==> src/design/ptg_pkg.sv <==
// Shared types and constants for the PC speaker tone generator.
// No dependencies; every other design file imports this package.
package ptg_pkg;

	// Input function codes
	localparam logic [2:0] FUNC_CTRL     = 3'd0;
	localparam logic [2:0] FUNC_CH2_DATA = 3'd1;
	localparam logic [2:0] FUNC_PORT_WR  = 3'd2;
	localparam logic [2:0] FUNC_PORT_RD  = 3'd3;
	localparam logic [2:0] FUNC_TICK     = 3'd4;

	// Configuration register indexes
	localparam int CFG_W     = 24;
	localparam int CFG_IDX_W = 2;
	localparam logic [CFG_IDX_W-1:0] REG_PHASE_STEP = 2'd0;
	localparam logic [CFG_IDX_W-1:0] REG_LP_COEFF   = 2'd1;
	localparam logic [CFG_IDX_W-1:0] REG_AMPLITUDE  = 2'd2;

	localparam logic [23:0] PHASE_STEP_RST = 24'd1773161;
	localparam logic [15:0] LP_COEFF_RST   = 16'd22938;
	localparam logic [14:0] AMPLITUDE_RST  = 15'd7000;

	// Timer control word: select field must read channel 2
	localparam logic [7:0] CTRL_SEL_MASK = 8'hC0;
	localparam logic [7:0] CTRL_SEL_CH2  = 8'h80;

	// Speaker port bits
	localparam int PORT_GATE_BIT = 0;
	localparam int PORT_DATA_BIT = 1;

	// Shift-add multiplier: multiplier operand is 16 bits, one bit per cycle
	localparam int MUL_STEPS = 16;
	localparam int MUL_CNT_W = 4;
	localparam int COEFF_FRAC = 16;

	localparam logic signed [15:0] SAMPLE_MAX = 16'sh7FFF;
	localparam logic signed [15:0] SAMPLE_MIN = -16'sh8000;

	typedef enum logic [1:0] {
		TOP_IDLE,
		TOP_RUN,
		TOP_HOLD
	} top_state_t;

	typedef enum logic [2:0] {
		FLT_IDLE,
		FLT_MUL1,
		FLT_UPD,
		FLT_PREP,
		FLT_MUL2,
		FLT_OUT
	} flt_state_t;

	typedef struct packed {
		logic start;
		logic target_high;
	} flt_cmd_t;

	typedef struct packed {
		logic               sample_valid;
		logic signed [15:0] sample;
		logic [15:0]        divisor;
		logic [7:0]         port_b;
	} res_t;

endpackage

==> src/design/ptg_phase.sv <==
// Timer channel 2 phase accumulator with a bit-serial restoring remainder unit.
// Depends on ptg_pkg.
module ptg_phase import ptg_pkg::*; #(
	parameter int PHASE_FRAC_BITS = 16
) (
	input  logic        clk,
	input  logic        arst_n,
	input  logic        start,
	input  logic [23:0] phase_step,
	input  logic [15:0] reload,
	output logic        busy,
	output logic        wave_high
);

	localparam int PW = 17 + PHASE_FRAC_BITS;	// period and accumulator width
	localparam int CW = $clog2(PW + 1);

	logic [16:0]   div_ext;
	logic [PW-1:0] period;
	logic [PW-1:0] phase_q;
	logic [PW-1:0] x_q;
	logic [PW-1:0] per_q;
	logic [PW-1:0] r_q;
	logic [PW-1:0] r_sh;
	logic [PW-1:0] r_nx;
	logic [CW-1:0] cnt_q;
	logic          busy_q;

	assign div_ext = (reload == 16'd0) ? 17'h10000 : {1'b0, reload};
	assign period  = {div_ext, {PHASE_FRAC_BITS{1'b0}}};

	// High half of the period
	assign wave_high = {phase_q, 1'b0} < {1'b0, period};

	// Shift in the next dividend bit, subtract the period when it fits
	assign r_sh = {r_q[PW-2:0], x_q[PW-1]};
	assign r_nx = (r_sh >= per_q) ? (r_sh - per_q) : r_sh;

	always_ff @(posedge clk or negedge arst_n) begin
		if (!arst_n) begin
			busy_q  <= 1'b0;
			cnt_q   <= '0;
			phase_q <= '0;
		end else if (start) begin
			busy_q <= 1'b1;
			cnt_q  <= CW'(PW);
		end else if (busy_q) begin
			cnt_q <= cnt_q - 1'b1;
			if (cnt_q == CW'(1)) begin
				busy_q  <= 1'b0;
				phase_q <= r_nx;
			end
		end
	end

	always_ff @(posedge clk) begin
		if (start) begin
			x_q   <= phase_q + PW'(phase_step);
			per_q <= period;
			r_q   <= '0;
		end else if (busy_q) begin
			x_q <= {x_q[PW-2:0], 1'b0};
			r_q <= r_nx;
		end
	end

	assign busy = busy_q;

endmodule

==> src/design/ptg_filter.sv <==
// One-pole speaker low-pass and amplitude scaling on a shared shift-add multiplier.
// Depends on ptg_pkg.
module ptg_filter import ptg_pkg::*; #(
	parameter int FILTER_BITS = 16
) (
	input  logic               clk,
	input  logic               arst_n,
	input  flt_cmd_t           cmd,
	input  logic [15:0]        coeff,
	input  logic [14:0]        amp,
	output logic               busy,
	output logic signed [15:0] sample
);

	localparam int LW = FILTER_BITS;
	localparam int MW = FILTER_BITS + 1;
	localparam int AW = FILTER_BITS + 17;
	localparam logic [MW-1:0] FULL = {1'b1, {LW{1'b0}}};
	localparam logic [LW-1:0] LMAX = {LW{1'b1}};
	localparam logic [AW-1:0] RND  = AW'(1) << (COEFF_FRAC - 1);
	localparam logic [MUL_CNT_W-1:0] MUL_LAST = MUL_CNT_W'(MUL_STEPS - 1);

	flt_state_t          state_q, state_d;
	logic [LW-1:0]       level_q;
	logic [AW-1:0]       acc_q;
	logic [AW-1:0]       acc_nx;
	logic [15:0]         mr_q;
	logic [MW-1:0]       mcand_q;
	logic                up_q;
	logic                neg_q;
	logic [MUL_CNT_W-1:0] cnt_q;
	logic signed [15:0]  sample_q;

	logic [AW-1:0] rnd;
	logic [MW-1:0] step;
	logic [MW:0]   sum_up;
	logic [LW-1:0] y_up;
	logic [LW-1:0] y_dn;
	logic [MW-1:0] twice;
	logic [MW-1:0] m_mag;
	logic          m_neg;
	logic [15:0]   qm;
	logic signed [15:0] q;

	assign acc_nx = {acc_q[AW-2:0], 1'b0} + (mr_q[15] ? AW'(mcand_q) : '0);

	// Round half up, then apply toward the target and clamp to the level range
	assign rnd    = acc_q + RND;
	assign step   = rnd[AW-1:COEFF_FRAC];
	assign sum_up = (MW+1)'(level_q) + (MW+1)'(step);
	assign y_up   = (sum_up > (MW+1)'(LMAX)) ? LMAX : sum_up[LW-1:0];
	assign y_dn   = (step > MW'(level_q)) ? '0 : (level_q - step[LW-1:0]);

	// Signed level 2*y - full as sign and magnitude
	assign twice = {level_q, 1'b0};
	always_comb begin
		if (twice >= FULL) begin
			m_mag = twice - FULL;
			m_neg = 1'b0;
		end else begin
			m_mag = FULL - twice;
			m_neg = 1'b1;
		end
	end

	assign qm = acc_q[FILTER_BITS+15:FILTER_BITS];
	always_comb begin
		if (!neg_q) begin
			q = (qm > 16'd32767) ? SAMPLE_MAX : $signed(qm);
		end else begin
			q = (qm > 16'd32768) ? SAMPLE_MIN : $signed(-qm);
		end
	end

	always_comb begin
		state_d = state_q;
		unique case (state_q)
			FLT_IDLE: begin
				if (cmd.start) state_d = FLT_MUL1;
			end
			FLT_MUL1: begin
				if (cnt_q == MUL_LAST) state_d = FLT_UPD;
			end
			FLT_UPD:  state_d = FLT_PREP;
			FLT_PREP: state_d = FLT_MUL2;
			FLT_MUL2: begin
				if (cnt_q == MUL_LAST) state_d = FLT_OUT;
			end
			FLT_OUT:  state_d = FLT_IDLE;
			default:  state_d = FLT_IDLE;
		endcase
	end

	always_ff @(posedge clk or negedge arst_n) begin
		if (!arst_n) begin
			state_q <= FLT_IDLE;
			level_q <= '0;
			cnt_q   <= '0;
		end else begin
			state_q <= state_d;
			if (state_q == FLT_MUL1 || state_q == FLT_MUL2) begin
				cnt_q <= cnt_q + 1'b1;
			end else begin
				cnt_q <= '0;
			end
			if (state_q == FLT_UPD) level_q <= up_q ? y_up : y_dn;
		end
	end

	always_ff @(posedge clk) begin
		unique case (state_q)
			FLT_IDLE: begin
				if (cmd.start) begin
					mcand_q <= cmd.target_high ? (FULL - MW'(level_q)) : MW'(level_q);
					up_q    <= cmd.target_high;
					mr_q    <= coeff;
					acc_q   <= '0;
				end
			end
			FLT_MUL1, FLT_MUL2: begin
				acc_q <= acc_nx;
				mr_q  <= {mr_q[14:0], 1'b0};
			end
			FLT_PREP: begin
				mcand_q <= m_mag;
				neg_q   <= m_neg;
				mr_q    <= {1'b0, amp};
				acc_q   <= '0;
			end
			FLT_OUT:  sample_q <= q;
			default: ;
		endcase
	end

	assign busy   = (state_q != FLT_IDLE);
	assign sample = sample_q;

endmodule

==> src/design/pc_speaker_tone_generator_top.sv <==
// PC speaker tone generator: timer channel 2 registers, speaker port and result queue.
// Depends on ptg_pkg, ptg_phase and ptg_filter.
//
// Usage: one input beat (func, data_byte) on in_valid/in_ready gives one result beat
// on out_valid/out_ready. Timer control, channel 2 data, port write and port read
// beats update state at acceptance and their result is registered in the output
// register when it is free. A sample tick starts two serial units at once: the phase
// remainder, one dividend bit per cycle over its 17 + PHASE_FRAC_BITS dividend bits, and
// the low-pass, whose shared shift-add multiplier makes one pass for the filter
// step and one for amplitude scaling. A tick result is parked in the hold register
// once both units finish, which the filter's two multiply passes decide, and no new
// item is taken until it has moved to the output register.
// The block takes a new item while an earlier result waits in the output register;
// if a further result finds that register still full it is parked in a hold register
// and input stalls until the receiver drains a beat.
// Reset (arst_n low) returns the configuration registers to their defaults and
// clears the divisor, port byte, phase and filter level. Configuration writes on
// cfg_we/cfg_index/cfg_data take effect at once; an index beyond the list is dropped.
module pc_speaker_tone_generator_top import ptg_pkg::*; #(
	parameter int PHASE_FRAC_BITS = 16,
	parameter int FILTER_BITS     = 16
) (
	input  logic                 clk,
	input  logic                 arst_n,
	input  logic                 cfg_we,
	input  logic [CFG_IDX_W-1:0] cfg_index,
	input  logic [CFG_W-1:0]     cfg_data,
	input  logic                 in_valid,
	output logic                 in_ready,
	input  logic [2:0]           func,
	input  logic [7:0]           data_byte,
	output logic                 out_valid,
	input  logic                 out_ready,
	output logic                 sample_valid,
	output logic signed [15:0]   sample,
	output logic [15:0]          divisor_now,
	output logic [7:0]           port_b_value
);

	top_state_t state_q, state_d;

	logic [23:0] phase_step_q;
	logic [15:0] lp_coeff_q;
	logic [14:0] amplitude_q;

	logic        hi_q, hi_nx;
	logic [7:0]  lo_q, lo_nx;
	logic [15:0] reload_q, reload_nx;
	logic [7:0]  port_b_q, port_b_nx;

	logic        fire;
	logic        is_tick;
	logic        out_free;
	logic        units_done;
	logic        ph_busy;
	logic        ph_wave;
	logic        flt_busy;
	logic signed [15:0] flt_sample;
	flt_cmd_t    flt_cmd;

	res_t res_now;
	res_t res_tick;
	res_t hold_q;
	res_t out_q;
	logic out_valid_q;

	assign in_ready   = (state_q == TOP_IDLE);
	assign fire       = in_valid && in_ready;
	assign is_tick    = (func == FUNC_TICK);
	assign out_free   = !out_valid_q || out_ready;
	assign units_done = !ph_busy && !flt_busy;

	// Level target: data bit clear gives 0, gate clear gives 1, else the square wave
	assign flt_cmd.start       = fire && is_tick;
	assign flt_cmd.target_high = port_b_q[PORT_DATA_BIT] && (!port_b_q[PORT_GATE_BIT] || ph_wave);

	ptg_phase #(
		.PHASE_FRAC_BITS(PHASE_FRAC_BITS)
	) u_phase (
		.clk       (clk),
		.arst_n    (arst_n),
		.start     (flt_cmd.start),
		.phase_step(phase_step_q),
		.reload    (reload_q),
		.busy      (ph_busy),
		.wave_high (ph_wave)
	);

	ptg_filter #(
		.FILTER_BITS(FILTER_BITS)
	) u_filter (
		.clk   (clk),
		.arst_n(arst_n),
		.cmd   (flt_cmd),
		.coeff (lp_coeff_q),
		.amp   (amplitude_q),
		.busy  (flt_busy),
		.sample(flt_sample)
	);

	// Decode writes into the next timer and port state
	always_comb begin
		hi_nx     = hi_q;
		lo_nx     = lo_q;
		reload_nx = reload_q;
		port_b_nx = port_b_q;
		unique case (func)
			FUNC_CTRL: begin
				if ((data_byte & CTRL_SEL_MASK) == CTRL_SEL_CH2) hi_nx = 1'b0;
			end
			FUNC_CH2_DATA: begin
				if (!hi_q) begin
					lo_nx = data_byte;
					hi_nx = 1'b1;
				end else begin
					reload_nx = {data_byte, lo_q};
					hi_nx     = 1'b0;
				end
			end
			FUNC_PORT_WR: port_b_nx = data_byte;
			default: ;
		endcase
	end

	always_comb begin
		res_now.sample_valid = 1'b0;
		res_now.sample       = '0;
		res_now.divisor      = reload_nx;
		res_now.port_b       = port_b_nx;

		res_tick.sample_valid = 1'b1;
		res_tick.sample       = flt_sample;
		res_tick.divisor      = reload_q;
		res_tick.port_b       = port_b_q;
	end

	always_comb begin
		state_d = state_q;
		unique case (state_q)
			TOP_IDLE: begin
				if (fire && is_tick) begin
					state_d = TOP_RUN;
				end else if (fire && !out_free) begin
					state_d = TOP_HOLD;
				end
			end
			TOP_RUN: begin
				if (units_done) state_d = TOP_HOLD;
			end
			TOP_HOLD: begin
				if (out_free) state_d = TOP_IDLE;
			end
			default: state_d = TOP_IDLE;
		endcase
	end

	always_ff @(posedge clk or negedge arst_n) begin
		if (!arst_n) begin
			state_q      <= TOP_IDLE;
			phase_step_q <= PHASE_STEP_RST;
			lp_coeff_q   <= LP_COEFF_RST;
			amplitude_q  <= AMPLITUDE_RST;
			hi_q         <= 1'b0;
			lo_q         <= '0;
			reload_q     <= '0;
			port_b_q     <= '0;
			out_valid_q  <= 1'b0;
		end else begin
			state_q <= state_d;
			if (cfg_we) begin
				unique case (cfg_index)
					REG_PHASE_STEP: phase_step_q <= cfg_data[23:0];
					REG_LP_COEFF:   lp_coeff_q   <= cfg_data[15:0];
					REG_AMPLITUDE:  amplitude_q  <= cfg_data[14:0];
					default: ;
				endcase
			end
			if (fire) begin
				hi_q     <= hi_nx;
				lo_q     <= lo_nx;
				reload_q <= reload_nx;
				port_b_q <= port_b_nx;
			end
			if ((fire && !is_tick && out_free) || (state_q == TOP_HOLD && out_free)) begin
				out_valid_q <= 1'b1;
			end else if (out_ready) begin
				out_valid_q <= 1'b0;
			end
		end
	end

	// Output beat and parked result
	always_ff @(posedge clk) begin
		if (fire && !is_tick && out_free) begin
			out_q <= res_now;
		end else if (state_q == TOP_HOLD && out_free) begin
			out_q <= hold_q;
		end
		if (fire && !is_tick && !out_free) begin
			hold_q <= res_now;
		end else if (state_q == TOP_RUN && units_done) begin
			hold_q <= res_tick;
		end
	end

	assign out_valid    = out_valid_q;
	assign sample_valid = out_q.sample_valid;
	assign sample       = out_q.sample;
	assign divisor_now  = out_q.divisor;
	assign port_b_value = out_q.port_b;

	a_units_start_together: assert property (@(posedge clk) disable iff (!arst_n)
		$rose(ph_busy) |-> flt_busy)
		else $error("phase unit started without the filter");

	a_idle_units_quiet: assert property (@(posedge clk) disable iff (!arst_n)
		(state_q == TOP_IDLE) |-> (!ph_busy && !flt_busy))
		else $error("serial unit busy while control is idle");

	a_tick_enters_run: assert property (@(posedge clk) disable iff (!arst_n)
		(fire && is_tick) |=> (state_q == TOP_RUN))
		else $error("sample tick did not start a run");

	a_status_sample_zero: assert property (@(posedge clk) disable iff (!arst_n)
		(out_valid_q && !out_q.sample_valid) |-> (out_q.sample == 16'sd0))
		else $error("status beat carries a nonzero sample");

endmodule
==> config.mk <==
export PLATFORM = sky130hd
export DESIGN_NAME = pc_speaker_tone_generator_top
export DESIGN_NICKNAME = d
export VERILOG_FILES = /design/src/design/ptg_pkg.sv /design/src/design/ptg_phase.sv /design/src/design/ptg_filter.sv /design/src/design/pc_speaker_tone_generator_top.sv
export SDC_FILE = /design/constraint.sdc
export NUM_CORES = 1
export LEC_CHECK = 0
export ABC_AREA = 1
export BUFFER_PORTS_ARGS = -buffer_cell sky130_fd_sc_hd__buf_2
export CAP_MARGIN = 20
export CORE_MARGIN = 4
export CORE_UTILIZATION = 55
export CTS_BUF_LIST = sky130_fd_sc_hd__clkbuf_2 sky130_fd_sc_hd__clkbuf_4 sky130_fd_sc_hd__clkbuf_8
export DETAILED_ROUTE_END_ITERATION = 6
export MAX_ROUTING_LAYER = met4
export PLACE_DENSITY = 0.72
export SLEW_MARGIN = 20
export SYNTH_ARGS = -nofsm -noshare
export SYNTH_HDL_FRONTEND = slang
export SYNTH_SLANG_ARGS = --single-unit
==> constraint.sdc <==
create_clock -name clk -period 5.8 [get_ports clk]
set_input_delay 0.58 -clock clk [delete_from_list [all_inputs] [get_ports clk]]
set_output_delay 0.58 -clock clk [all_outputs]
set_load 0.02 [all_outputs]
==> impl_metrics.json, run 1 <==
{
  "status": "finished clean",
  "holdBufCountCts": 1,
  "seqCellArea_um2": 10670,
  "endpoint_kind": "register",
  "ys.flop_type": "edfxtp_1",
  "fin_nets": 3161,
  "synthesis.nets": 3101,
  "hold_start": "cfg_data[21]",
  "grt_usage": 0.2835,
  "antenna_found_initial": 0,
  "pin_count": 85,
  "rsz0062_at_grt": "no",
  "crit_chain": "nand2_1 > nor3_1 > inv_1 > nor4_1 > nand2_1 > xor2_1 > inv_1 > ha_1 > o21bai_1 > a21oi_1 > nor2_1 > nor3_1 > nand2_1 > nand2_4 > nand3_1 > nand2_1 > nand2_1 > nand2_1 > nand2_1",
  "fp.dieW_um": 215.3,
  "slowest_stage": "edfxtp_1",
  "cts_tree": "yes",
  "cp-startpoint": "u_filter.acc_q[23]$_SDFFCE_PP0P_",
  "dpl_cell_area_um2": 24400,
  "cts_resized": 0,
  "yosys.cell_types.count": 61,
  "finalCritPeriodShare": 0.6744,
  "synth_warnings": 0,
  "maxCapViolCount": 0,
  "cts_inserted_buffers": 71,
  "path_clk_slew_ns": 0.06,
  "ys_seq_area_frac": 0.4518,
  "reg2reg_slack_ns": 1.89,
  "finalSetupTns_ns": 0,
  "syn_avg_cell_area_um2": 8.094,
  "required_ns": 6.33,
  "max_stage_delay_ns": 0.64,
  "cp_max_fo": 16,
  "drv_slew": 0,
  "clk_latency_ns": 0.66,
  "synth_top_area_cell": "edfxtp_1",
  "routabilityCongestion": 0.9707,
  "worst_clock_skew_ns": 0.03217,
  "drive_gt1_frac": 0.1087,
  "p_per_area_nw_per_um2": 607.4,
  "vias": 19980,
  "p_int_uw": 8464,
  "viasPerCell": 5.588,
  "p_switching_uw": 7299,
  "r2r_end": "u_filter.level_q[14]$_DFFE_PN0P_",
  "initial_core_util": 0.5595,
  "path_delay_family": "simple AND/OR/NAND/NOR gates",
  "finalWirelength_um": 64510,
  "cts.sinks": 402,
  "antenna_cells": 0,
  "multi_input_area_um2": 11090,
  "setup.worst_path.start_class": "register",
  "fp.dieH_um": 215.3,
  "timing.rr.start": "u_filter.acc_q[23]$_SDFFCE_PP0P_",
  "postCtsSetupBuffers": 0,
  "grt_pass1_vias": 19210,
  "switching_share": 0.4630,
  "rows": 75,
  "design_area_um2": 25950,
  "place_hpwl_um": 47250,
  "dr.pass1.iters": 6,
  "ys_ff_latch": 402,
  "criticalPathCategory": "register to register",
  "grt_first_pass_wirelength_um": 103100,
  "finalHoldViolCount": 0,
  "whs_path_depth": 2,
  "clockRootBuffer": "clkbuf_8",
  "pwr-share-clk": 0.180,
  "path_common_cell": "nand2_1",
  "htree_levels": 3,
  "drtAntennaViolNets": 0,
  "dr.first_iter.drc_count": 1806,
  "vdd_drop_max_uv": 418.8,
  "reg2reg_depth": 19,
  "setup_violations": 0,
  "holdPathEnd": "phase_step_q[21]$_DFFE_PN0P_",
  "critPathBufInv": 2,
  "synth_edf_count": 182,
  "post_drt_wl_per_cell_um": 18.04,
  "p_leak_uw": 0.01205,
  "coreArea_um2": 42230,
  "fmax_mhz": 255.7,
  "pwr-share-seq": 0.324,
  "synth_area_leaders": "edfxtp_1, dfrtp_1, nand2_1, ha_1, o21ai_0",
  "cp.arrival_ns": 4.44,
  "synth.top_cell.area_share": 0.2313,
  "port_buffers": 84,
  "holdWs_ns": 0.1659,
  "synthArstFlopShare": 0.3831,
  "combPwrFrac": 0.496,
  "finalCriticalPeriod_ns": 3.912,
  "grt_overflow": 0,
  "hp-class": "input port to register",
  "syn_area_um2": 23630,
  "area_delta_synth_final_pct": 9.851,
  "tightest_slew_ns": 1.055,
  "drcViolationCount": 0,
  "die_area_um2": 46330,
  "nFillCells": 3805,
  "ctsLongestPathBuffers": 3,
  "grt_max_degree": 68,
  "relSlewSlack": 0.2946,
  "synthCells": 2919
}
## worst max path at each step
stage,endpoint,depth (start not counted)
3_3_place_gp,u_phase.phase_q[23]$_DFFE_PN0P_,10
5_1_grt,u_filter.level_q[14]$_DFFE_PN0P_,21
6_report,u_filter.level_q[14]$_DFFE_PN0P_,19
3_5_place_dp,u_phase.phase_q[25]$_DFFE_PN0P_,10
4_1_cts,u_filter.level_q[14]$_DFFE_PN0P_,21
2_1_floorplan,u_filter.acc_q[0]$_SDFFCE_PN0P_,7
## flip-flops by register name (all words and copies together), names as in the netlist, 17 cells and up
register and cells:
hold_q 41, u_filter.acc_q 33, u_phase.phase_q 33, u_phase.x_q 33, u_phase.r_q 32, phase_step_q 24, u_filter.mcand_q 17, u_phase.per_q 17
## synth_stat cells (9+ instances only)
cell type and instances:
inv_2 10, inv_1 350, nand4_1 33, xor2_1 67, xnor2_1 25, a22oi_1 17
nor4_1 15, o21bai_1 15, dfrtp_1 128, buf_2 29, mux2_2 16, a21oi_1 165
nor2_1 162, a31oi_1 23, ha_1 135, o22ai_1 18, or2_2 9, clkbuf_1 78
dfxtp_1 66, nand2_1 746, dfstp_2 26, edfxtp_1 182, nor3_1 39, nand3_1 127
o21ai_1 22, o21ai_0 327
## metal layers
| layer | global-route usage | vias to the layer above | routed length, um |
|---|---|---|---|
| met4 | 0.07644 | 0 | 1566 |
| met1 | 0.3916 | 9446 | 29470 |
| li1 | - | 9811 | - |
| met2 | 0.4401 | 618 | 29630 |
| met3 | 0.04449 | 107 | 3845 |
| met5 | - | - | 0 |
## layout make-up
class | count | area share
inverter | 366 | 0.05298
multi-input combinational | 2031 | 0.4273
sequential | 402 | 0.4112
clock inverter | 17 | 0.006075
timing repair buffer | 107 | 0.02319
tap | 539 | 0.02599
clock buffer | 114 | 0.05323
## power groups by stage
stage	Clock, uW	Combinational (uW)	Sequential (uW)
floorplan	0	5720	4920
global placement	0	7590	5110
detailed placement	0	7700	5140
CTS	2890	7740	5100
global route	3050	8780	5220
finish	2830	7820	5110
## cells by family (layout without fill, tap and decap cells)
family	count (synthesis)	after routing	share of synthesized area
AO/OA/AOI/OAI	622	622	0.1422
AND/OR/NAND/NOR	1160	1160	0.2069
multiplexers	16	16	0.007626
flip-flops	402	402	0.4518
buffers and inverters	486	604	0.08055
adder cells (fa/ha/maj)	140	140	0.07573
XOR/XNOR	93	93	0.03527
## metrics by stage
stage	setup WS, ns	cells	utilization	power [uW]
2_1_floorplan	1.183	2919	-	10640
3_3_place_gp	1.736	3444	0.5776	12700
3_5_place_dp	1.861	3444	0.5777	12840
4_1_cts	1.896	3576	0.6144	15740
5_1_grt	1.426	3576	0.6146	17050
6_report	1.888	3576	0.6146	15760
## worst reg2reg max path: stages, from the launching register on
cell and delay [ns]:
edfxtp_1 0.64, nand2_1 0.14, nor3_1 0.26, inv_1 0.13, nor4_1 0.35, nand2_1 0.12
xor2_1 0.26, inv_1 0.13, ha_1 0.36, o21bai_1 0.11, a21oi_1 0.13, nor2_1 0.05
nor3_1 0.40, nand2_1 0.16, nand2_4 0.21, nand3_1 0.11, nand2_1 0.07, nand2_1 0.06
nand2_1 0.05, nand2_1 0.05
## placed cells by master (no fill, tap or decap), types with 37 or more instances in the layout
cell and n:
nor2_1 160, nand2_1 744, a21oi_1 165, inv_1 350, edfxtp_1 182, clkbuf_8 84
xor2_1 67, nand3_1 126, ha_1 135, buf_2 83, dfxtp_1 66, nor3_1 37
o21ai_0 326, dfrtp_1 128
Power figures use the tool's default switching activity.
==> run 2, diff against run 1 <==
==> constraint.sdc (replaced) <==
create_clock -name clk -period 3.7 [get_ports clk]
set_input_delay 0.37 -clock clk [delete_from_list [all_inputs] [get_ports clk]]
set_output_delay 0.37 -clock clk [all_outputs]
set_load 0.02 [all_outputs]
==> run 2 against run 1 <==
  * Fmax rose by 12%
  * Critical path type unchanged
  * Critical path depth fell by 4
  * Count of clock-buffer cells in the layout fell by 6
==> impl_metrics.json, run 2 (synthesized netlist as in run 1, its figures left out) <==
{
  "status": "finished clean",
  "initial_core_util": 0.5595,
  "grt_first_pass_wirelength_um": 103600,
  "grt_usage": 0.2837,
  "endpoint_kind": "register",
  "die_area_um2": 46330,
  "multi_input_area_um2": 11140,
  "finalWirelength_um": 65320,
  "viasPerCell": 5.583,
  "finalCriticalPeriod_ns": 3.506,
  "drv_slew": 0,
  "port_buffers": 84,
  "layout.cells.non_filler": 3636,
  "place_hpwl_um": 48430,
  "mostFrequentLayoutCell": "nand2_1",
  "clk_latency_ns": 0.63,
  "tightest_slew_ns": 1.050,
  "path_clk_slew_ns": 0.07,
  "routabilityCongestion": 0.9635,
  "cts_tree": "yes",
  "htree_levels": 3,
  "worst_clock_skew_ns": 0.04028,
  "largest_reg_flops": 41,
  "fin_nets": 3224,
  "coreArea_um2": 42230,
  "cp_max_fo": 7,
  "vias": 20300,
  "regMostFlops": "hold_q",
  "fp.dieW_um": 215.3,
  "maxCapViolCount": 0,
  "finalSetupTns_ns": 0,
  "dr.pass1.iters": 6,
  "drive_gt1_frac": 0.1246,
  "mostFrequentLayoutCells": "nand2_1, inv_1, o21ai_0",
  "criticalPathCategory": "register to register",
  "fmax_mhz": 285.3,
  "fp.dieH_um": 215.3,
  "antenna_cells": 0,
  "setup.worst_path.start_class": "register",
  "drcViolationCount": 0,
  "relSlewSlack": 0.2982,
  "place_inst": 3496,
  "dr.first_iter.drc_count": 1880,
  "finalCritPeriodShare": 0.9474,
  "grt_max_degree": 103,
  "hp-class": "input port to register",
  "area_delta_synth_final_pct": 12.06,
  "drtAntennaViolNets": 0,
  "nFillCells": 3700,
  "p_per_area_nw_per_um2": 960.3,
  "antenna_found_initial": 0,
  "p_leak_uw": 0.01234,
  "post_drt_wl_per_cell_um": 17.97,
  "grt_pass1_vias": 19280,
  "vdd_drop_max_uv": 561.8,
  "cts_inserted_buffers": 68,
  "pin_count": 85,
  "cts.sinks": 402,
  "setup_violations": 0,
  "required_ns": 4.22,
  "grt_overflow": 0,
  "ctsLongestPathBuffers": 3,
  "rsz0062_at_grt": "yes",
  "finalPower_uw": 25420,
  "seqCellArea_um2": 10670,
  "finalHoldViolCount": 0,
  "rows": 75,
  "cp.arrival_ns": 4.03,
  "clockRootBuffer": "clkbuf_8"
}
[run 2: cell count changes in the layout (fill, tap and decap cells not counted), sizes merged]
cell | previous run | this run
clkbuf | 114 | 108
dlygate4sd3 | 1 | 8
clkinv | 17 | 15
buf | 106 | 165
inv | 362 | 365
clkinvlp | 2 | 1
[run 2: what timing repair did]
item                                   CTS  global route
endpoints found under the hold margin  104             0
gates resized for setup                  0            12
setup endpoints to repair                0            16
hold buffers                             8             0
buffers inserted                         0             7
[run 2: layout make-up]
cell class | instances | area share
clock inverter | 17 | 0.005907
clock buffer | 108 | 0.04882
inverter | 366 | 0.05189
timing repair buffer | 173 | 0.04400
multi-input combinational | 2031 | 0.4208
sequential | 402 | 0.4031
tap | 539 | 0.02547
[run 2: metal layers]
metal | share of wire | vias to the layer above | track usage | wire [um]
met1 | 0.45 | 9524 | 0.3954 | 29710
met5 | 0 | - | - | 0
met3 | 0.064 | 120 | 0.03588 | 4196
met4 | 0.025 | 0 | 0.08160 | 1614
met2 | 0.46 | 728 | 0.4404 | 29810
li1 | - | 9926 | - | -
[run 2: per-stage QoR]
| stage | setup WS [ns] | util | hold WS, ns | instance area [um^2] |
|---|---|---|---|---|
| 6_report | 0.1945 | 0.6270 | 0.02789 | 26480 |
| 2_1_floorplan | 0.1745 | - | 0.07441 | 23630 |
| 3_3_place_gp | 0.07264 | 0.5880 | 0.4346 | 24830 |
| 4_1_cts | 0.008841 | 0.6242 | 0.0007472 | 26360 |
| 5_1_grt | -0.03851 | 0.6270 | 0.005352 | 26480 |
| 3_5_place_dp | 0.05127 | 0.5880 | 0.4422 | 24830 |
[run 2: worst max-delay path, stage by stage (launching register included)]
cell      delay [ns]
edfxtp_1        0.42
ha_1            0.28
nand2_1         0.14
xor2_1          0.37
inv_1           0.13
ha_1            0.46
nand2_1         0.18
o21ai_0         0.28
a21oi_1         0.20
o21ai_0         0.29
xor2_1          0.31
inv_1           0.07
nand3_1         0.08
nand2_1         0.05
nand3_1         0.07
nand2_1         0.05
[run 2: final timing paths]
kind                                                   from                                to  slack, ns  depth (start not counted)
max                        u_filter.acc_q[16]$_SDFFCE_PP0P_  u_filter.level_q[10]$_DFFE_PN0P_       0.19                         15
min                                            cfg_data[18]      phase_step_q[18]$_DFFE_PN0P_       0.03                          2
max reg2reg                u_filter.acc_q[16]$_SDFFCE_PP0P_  u_filter.level_q[10]$_DFFE_PN0P_       0.19                         15
min reg2reg                         hold_q[34]$_SDFFE_PP0P_           hold_q[34]$_SDFFE_PP0P_       0.45                          2
max in group asynchronous                            arst_n        amplitude_q[8]$_DFFE_PN1P_       2.30                          3
min in group asynchronous                            arst_n           reload_q[6]$_DFFE_PN0P_       0.41                          2
[run 2: where the power goes]
part           total [uW]  switching (uW)  internal, uW
Clock                4260            1880          2380
Sequential           7910            1120          6780
Combinational       13300            8790          4470
Total               25400           11800         13600
